**src/rtl/wsts_pkg.sv**
```systemverilog
package wsts_pkg;

    localparam int LEVELS_DEF        = 10;
    localparam int PRIORITY_BITS_DEF = 32;
    localparam int MAX_LEVELS        = 16;
    localparam int QUERY_BITS        = 42;
    localparam int INDEX_BITS        = 10;

    typedef enum logic
    {
        OP_SET   = 1'b0,
        OP_QUERY = 1'b1
    } op_t;

    typedef enum logic [2:0]
    {
        ST_CLEAR,
        ST_IDLE,
        ST_PEEK,
        ST_LAUNCH,
        ST_WAIT
    } state_t;

    typedef struct packed
    {
        logic                  en;
        logic [MAX_LEVELS-1:0] addr;
    } clr_t;

endpackage

```
**src/rtl/wsts_cell.sv**
```systemverilog
module wsts_cell
    import wsts_pkg::*;
#(
    parameter int LEVELS   = LEVELS_DEF,
    parameter int LVL      = 1,
    parameter int SUM_BITS = PRIORITY_BITS_DEF + LEVELS_DEF,
    parameter int VAL_BITS = QUERY_BITS
)
(
    input  logic                clk,
    input  logic                rst_n,
    input  clr_t                clr,
    input  logic                peek_en,
    input  logic [LEVELS-1:0]   peek_idx,
    output logic [SUM_BITS-1:0] rd_data,
    input  logic                in_valid,
    input  op_t                 in_op,
    input  logic [LEVELS-1:0]   in_idx,
    input  logic [VAL_BITS-1:0] in_val,
    output logic                out_valid,
    output op_t                 out_op,
    output logic [LEVELS-1:0]   out_idx,
    output logic [VAL_BITS-1:0] out_val
);

    logic [SUM_BITS-1:0] mem [2**LVL];
    logic [SUM_BITS-1:0] rd_reg;
    logic                stg_valid_reg;
    op_t                 stg_op_reg;
    logic [LEVELS-1:0]   stg_idx_reg;
    logic [VAL_BITS-1:0] stg_val_reg;
    logic                out_valid_reg;
    op_t                 out_op_reg;
    logic [LEVELS-1:0]   out_idx_reg;
    logic [VAL_BITS-1:0] out_val_reg;
    logic [LEVELS-1:0]   out_idx_next;
    logic [VAL_BITS-1:0] out_val_next;
    logic [LVL-1:0]      rd_addr;
    logic [LVL-1:0]      stg_addr;
    logic [VAL_BITS-1:0] sum_ext;
    logic                go_right;
    logic [LEVELS-1:0]   bit_mask;

    assign rd_addr  = in_valid ? in_idx[LEVELS-1 -: LVL] : peek_idx[LEVELS-1 -: LVL];
    assign stg_addr = stg_idx_reg[LEVELS-1 -: LVL];
    assign sum_ext  = VAL_BITS'(rd_reg);
    assign go_right = stg_val_reg >= sum_ext;
    assign bit_mask = LEVELS'(1) << (LEVELS - LVL);

    always_ff @(posedge clk)
    begin
        if (in_valid || peek_en)
        begin
            rd_reg <= mem[rd_addr];
        end
        if (clr.en)
        begin
            mem[clr.addr[LVL-1:0]] <= '0;
        end
        else if (stg_valid_reg && stg_op_reg == OP_SET)
        begin
            mem[stg_addr] <= SUM_BITS'(rd_reg + stg_val_reg[SUM_BITS-1:0]);
        end
    end

    always_comb
    begin
        out_idx_next = stg_idx_reg;
        out_val_next = stg_val_reg;
        if (stg_op_reg == OP_QUERY && go_right)
        begin
            out_idx_next = stg_idx_reg | bit_mask;
            out_val_next = stg_val_reg - sum_ext;
        end
    end

    always_ff @(posedge clk or negedge rst_n)
    begin
        if (!rst_n)
        begin
            stg_valid_reg <= 1'b0;
            out_valid_reg <= 1'b0;
        end
        else
        begin
            stg_valid_reg <= in_valid;
            out_valid_reg <= stg_valid_reg;
        end
    end

    always_ff @(posedge clk)
    begin
        if (in_valid)
        begin
            stg_op_reg  <= in_op;
            stg_idx_reg <= in_idx;
            stg_val_reg <= in_val;
        end
        if (stg_valid_reg)
        begin
            out_op_reg  <= stg_op_reg;
            out_idx_reg <= out_idx_next;
            out_val_reg <= out_val_next;
        end
    end

    assign rd_data   = rd_reg;
    assign out_valid = out_valid_reg;
    assign out_op    = out_op_reg;
    assign out_idx   = out_idx_reg;
    assign out_val   = out_val_reg;

endmodule
```
**config.mk**
```make
export PLATFORM = sky130hd
export DESIGN_NAME = wsts_cell
export DESIGN_NICKNAME = d
export VERILOG_FILES = /design/src/rtl/wsts_pkg.sv /design/src/rtl/wsts_cell.sv
export SDC_FILE = /design/constraint.sdc
export NUM_CORES = 1
export LEC_CHECK = 0
export BUFFER_PORTS_ARGS = -buffer_cell sky130_fd_sc_hd__buf_4
export CORE_AREA = 2 2 206 127
export DETAILED_ROUTE_END_ITERATION = 10
export DIE_AREA = 0 0 208 129
export GPL_TIMING_DRIVEN = 0
export PLACE_DENSITY = 0.77
export SLEW_MARGIN = 15
export SYNTH_ARGS = -nofsm -noshare
export SYNTH_HDL_FRONTEND = slang
export SYNTH_SLANG_ARGS = --single-unit
```
**constraint.sdc**
```tcl
create_clock -name clk -period 5.2 [get_ports clk]
set_input_delay 1.56 -clock clk [delete_from_list [all_inputs] [get_ports clk]]
set_output_delay 1.56 -clock clk [all_outputs]
set_load 0.03 [all_outputs]
```
-- Word-level counts from Yosys, hierarchy flattened
Memory sizes are Yosys's and may differ from the RTL's. A register that Yosys moved wholly into a read port is not among the register bits.
Cells that the tools add are included.
- input bits: 84
- memories kept: 1
- output and inout bits: 96
- register bits after elaboration: 108
- memory bits (writable): 84
- word-level logic and storage cells: 28
- reduce and logical (&&, ||, !) cells: 4
- muxes and demuxes: 10
- bitwise operators: 1
- add/sub/neg operators: 2
- order comparisons: 1
- memories (memory ; words ; width ; rd ports ; clocked after memory_dff ; wr ports ; line ; text):
    mem ; 2 ; 42 ; 1 ; 1 ; 1 ; wsts_cell.sv:26 ; logic [SUM_BITS-1:0] mem [2**LVL];
- operator list (cell ; number):
    $mux 42 ; 2
    $add 42x42->42 ; 1
    $ge 42x42->1 ; 1
    $reduce_or 42->1 ; 1
    $sub 42x42->42 ; 1
    $mux 1 ; 8
    $logic_and 1x1->1 ; 2
    $logic_or 1x1->1 ; 1
    $not 1->1 ; 1

-- Logic depth before layout (Yosys ltp)
- depth in word-level cells: 7
- depth in mapped cells: 15
- mapped depth without buffers: 14

-- Least setup slack after synthesis
OpenSTA, ideal clock, no wires.
- path type: input to register
- start point: input clr[16] (netlist name)
- end point: memory mem[1][0] (netlist name), enable pin
- path buffers: 2
- stages on the path: 5
- arrival: 5.158 ns
- library setup time: 0.500 ns
- path slack: -0.458 ns
- required time: 4.700 ns
- cell sequence: inv_1 > nand3b_1 > clkbuf_1 > buf_1 > o21ai_0
- longest elaborated chain between the ends: 4
- elaborated cells between the ends (all ways): 7
- classes of those cells: 6 x mux; 1 x reduce/logical
- ends and longest elaborated chain (what ; line ; text):
    start, declared ; wsts_cell.sv:12 ; input clr_t clr,
    $mux 1 ; wsts_cell.sv:56 ; if (clr.en)
    $mux 1 (not written as such) ; wsts_cell.sv:62 ; mem[stg_addr] <= SUM_BITS'(rd_reg + stg_val_reg[SUM_BITS-1:0]);
    $reduce_or 42->1 (no source line) ; - ;
    $mux 1 (no source line) ; - ;
    end, declared ; wsts_cell.sv:26 ;
Parallel ways exist; a longest one is shown, timed or not.

-- Worst setup path in the final report
- start point: register rd_reg[1] (netlist: rd_data[1]), read port of mem
- end point: memory mem[0][39] (netlist name) (data pin)
- longest elaborated chain between the ends: 2
- ends and longest elaborated chain (what ; line ; text):
    start, declared ; wsts_cell.sv:27 ; logic [SUM_BITS-1:0] rd_reg;
    $add 42x42->42 ; wsts_cell.sv:62 ;
    $mux 42 (no source line) ; - ;
No other way between the ends.

==> impl_results.md <==
* Post-Synth Adder-Cell Area at under 10%
* Clock Sinks at between 200 and 250
* Cts hold-fix bufs at 0
* Die ar. at 0.02683 mm^2
* DRC viols at 0
* Setup crit start kind: flop
* Final Hold Vio Count at 0
* Main flop type after synthesis: edfxtp_1
* Largest net degree at the start of global routing at 57
* Vias in the first global route at between 9000 and 10000
* Worst Max-Slew Pin Slew at about 0.95 ns
* GRT Util Overall at about a quarter
* Drt wl/cell at 21.02 um
* CTS resizes at 0
* Worst skew pair latency at between 0.5 and 0.6 ns
* Max_cap viols at 0
* Vias per cell at approximately 5.8
* Max-slew violation count at 0
* Leakage at between 0.006 and 0.007 uW
* Area growth, synth to finish at 18.67%
* Layout cell share with drive strength beyond 1 at between 20% and 30%
* Most common cell after layout, fill and taps aside: edfxtp_1
* Final Net Count at around 1500
* Mux cell area share after synthesis at between 7 and 8%
* Antenna Nets Post-Route at 0
* Status: complete, no violations
* Final core occ at between 60 and 70%
* Via count at ~9500
* Post-synth EDFFs at between 200 and 250
* Post-synthesis cell area at approximately 0.013 mm^2
* Chip height at roughly 130 um
* Pwr/cell area at about 370 mW/mm^2
* Synth warn at 0
* Initial Util at between 50 and 60%
* Clock tree buffer depth at 3
* Leading cell types in the layout, fill and taps excluded: edfxtp_1 (232), buf_4 (155), nor2_1 (118)
* Worst Setup End Kind: flop
* Critical Path AT at approximately 4.5 ns
* Distinct cells, synth at 71
* Hold Path Class: reg -> reg
* H-tree depth at 1
* Clock buffer count from CTS at 22
* GRT overflow at 0
* Final Cycle Share at between 80 and 90%
* Initial antenna violation count at 0
* #FFs+latches synth at ~230
* Synth Area in XOR/XNOR at between 4 and 5%
* Clock Skew at roughly 0.011 ns
* Hpwl dp at between 20 and 30 mm
* Fmax at about 240 MHz
* Largest family of logic cells by synthesized area: compound AO/OA/AOI/OAI gates
* R2R Setup Slk at around 1.0 ns
* Syn Inst Count at around 1100
* Floorplan row count at 45
* Avg Inst Size Synth at ~12 um^2
* Clock Pin Slew Worst Setup and Hold Paths at about 0.060 ns
* Max FFs per register at between 80 and 90
* VDD IR-drop max at between 0.3 and 0.4 mV
* DRT Pass-1 Iters at 5
* Port Buffers at between 150 and 200
* Core box area at between 0.02 and 0.025 mm^2
* Top reg by flops: mem
* Global-route wire length before repair at about 53 mm
* Final Cell Area at about 0.016 mm^2
* Cell area after placement at 0.01485 mm^2
* Simple-Gate Fraction of Synth Area at roughly 8.4%
* Asr flop ratio synth at less than 1%
* Total wire length at 34.52 mm
* Synth Area in Compound Gates at approximately an eighth
* Setup CP Type: reg -> reg
* Worst EP required at approximately 5.5 ns
* Syn_nets at approximately 1300
* Min Tclk post-route at about 4.2 ns
* Clk root buf: clkbuf_16
* Final setup fails at 0
* Slew margin rel. at 36.36%
* # IOs at 180
* Post-CTS Setup Repair Bufs at 0
* Initial DRC Count at approximately 990
* RSZ-0062 raised after global routing: false
* Crit-path max FO at 4
* Ant. Diodes at 0
* Sequential area share after synthesis at 53.55%
* Clock tree from TritonCTS: yes
* Die W at approximately 210 um
* RePlAce Congestion at ~0.94
[layer usage]
layer | wire length (um) | track usage, % | vias to the layer above
met5 | 0 | 0 | -
met4 | 502 | 4.047 | 0
met3 | 3199 | 5.907 | 35
met2 | 13990 | 36.99 | 420
met1 | 16830 | 39.73 | 4600
li1 | - | - | 4455
[power breakdown]
group	total, uW	switching (uW)	internal, uW	leakage (uW)
Combinational	1810	1110	694	0.00347
Clock	1580	678	905	0.000344
Sequential	2400	101	2300	0.00232
[cell usage after synthesis (3+ instances only)]
cell	count	area share (%)
nor4_1	9	0.43
buf_2	10	0.38
a41oi_1	3	0.20
o31a_1	4	0.27
o21ai_0	36	1.4
a21oi_1	101	3.9
or3_1	9	0.43
a211o_1	5	0.33
buf_1	6	0.17
mux2_2	81	7.0
ha_1	83	7.9
o31ai_1	8	0.46
a21boi_0	3	0.17
a21o_1	11	0.63
nand2b_1	10	0.48
nor2_1	118	3.4
inv_1	89	2.5
nand4_1	12	0.57
mux2i_1	6	0.46
xor2_1	4	0.27
o41ai_1	3	0.20
nor3_1	14	0.53
nand2_1	32	0.92
xnor2_1	66	4.4
buf_6	5	0.43
a31oi_1	6	0.29
o211ai_1	8	0.46
or4_1	5	0.29
o21a_1	4	0.23
clkbuf_1	25	0.72
edfxtp_1	232	53
o21bai_1	27	1.5
nand3_1	13	0.50
o22ai_1	4	0.19
nor2b_1	5	0.24
a211oi_1	10	0.57
[worst max-delay path, cell delays in order (launching register included)]
cell	delay [ns]
edfxtp_1	0.51
inv_1	0.17
ha_1	0.36
nor2b_1	0.23
o311ai_1	0.17
a311oi_2	0.45
a221oi_2	0.17
o31ai_2	0.39
a31o_2	0.29
a31oi_2	0.21
o41ai_2	0.55
nor2_1	0.10
a211oi_1	0.35
[cell families after synthesis]
family / Yosys count
AND/OR/NAND/NOR: 237
AO/OA/AOI/OAI: 260
flip-flops: 234
buffers and inverters: 139
adder cells (fa/ha/maj): 85
XOR/XNOR: 70
multiplexers: 88
[stage by stage]
stage	cells	power (uW)	hold WS, ns	worst slack (ns)	setup TNS (ns)
floorplan	1113	3636	0.4003	0.4828	0
global placement	1597	4165	0.4001	-2.422	-188.10
detailed placement	1602	4202	0.4045	0.8342	0
CTS	1642	5796	0.4238	1.096	0
global route	1642	6054	0.4260	0.7070	0
finish	1642	5787	0.4225	1.006	0
[path summary, 6_finish.rpt]
path                            endpoint  depth (start not counted)           start
min                           out_idx[2]                          0  stg_idx_reg[2]
min reg2reg                   out_idx[2]                          0  stg_idx_reg[2]
min in group asynchronous      out_valid                          1           rst_n
max                           mem[0][39]                         12      rd_data[1]
max in group asynchronous  stg_valid_reg                          1           rst_n
max reg2reg                   mem[0][39]                         12      rd_data[1]
[cell type report]
type	instances	area (um^2)
Fill cell	1983	9336
Sequential cell	234	7020
Multi-Input combinational cell	740	5543
Timing Repair Buffer	160	1301
Clock buffer	27	590.6
Tap cell	329	411.6
Inverter	93	349.1
Buffer	46	222.7
Clock inverter	13	111.4
(Power assumes the default switching activity.)
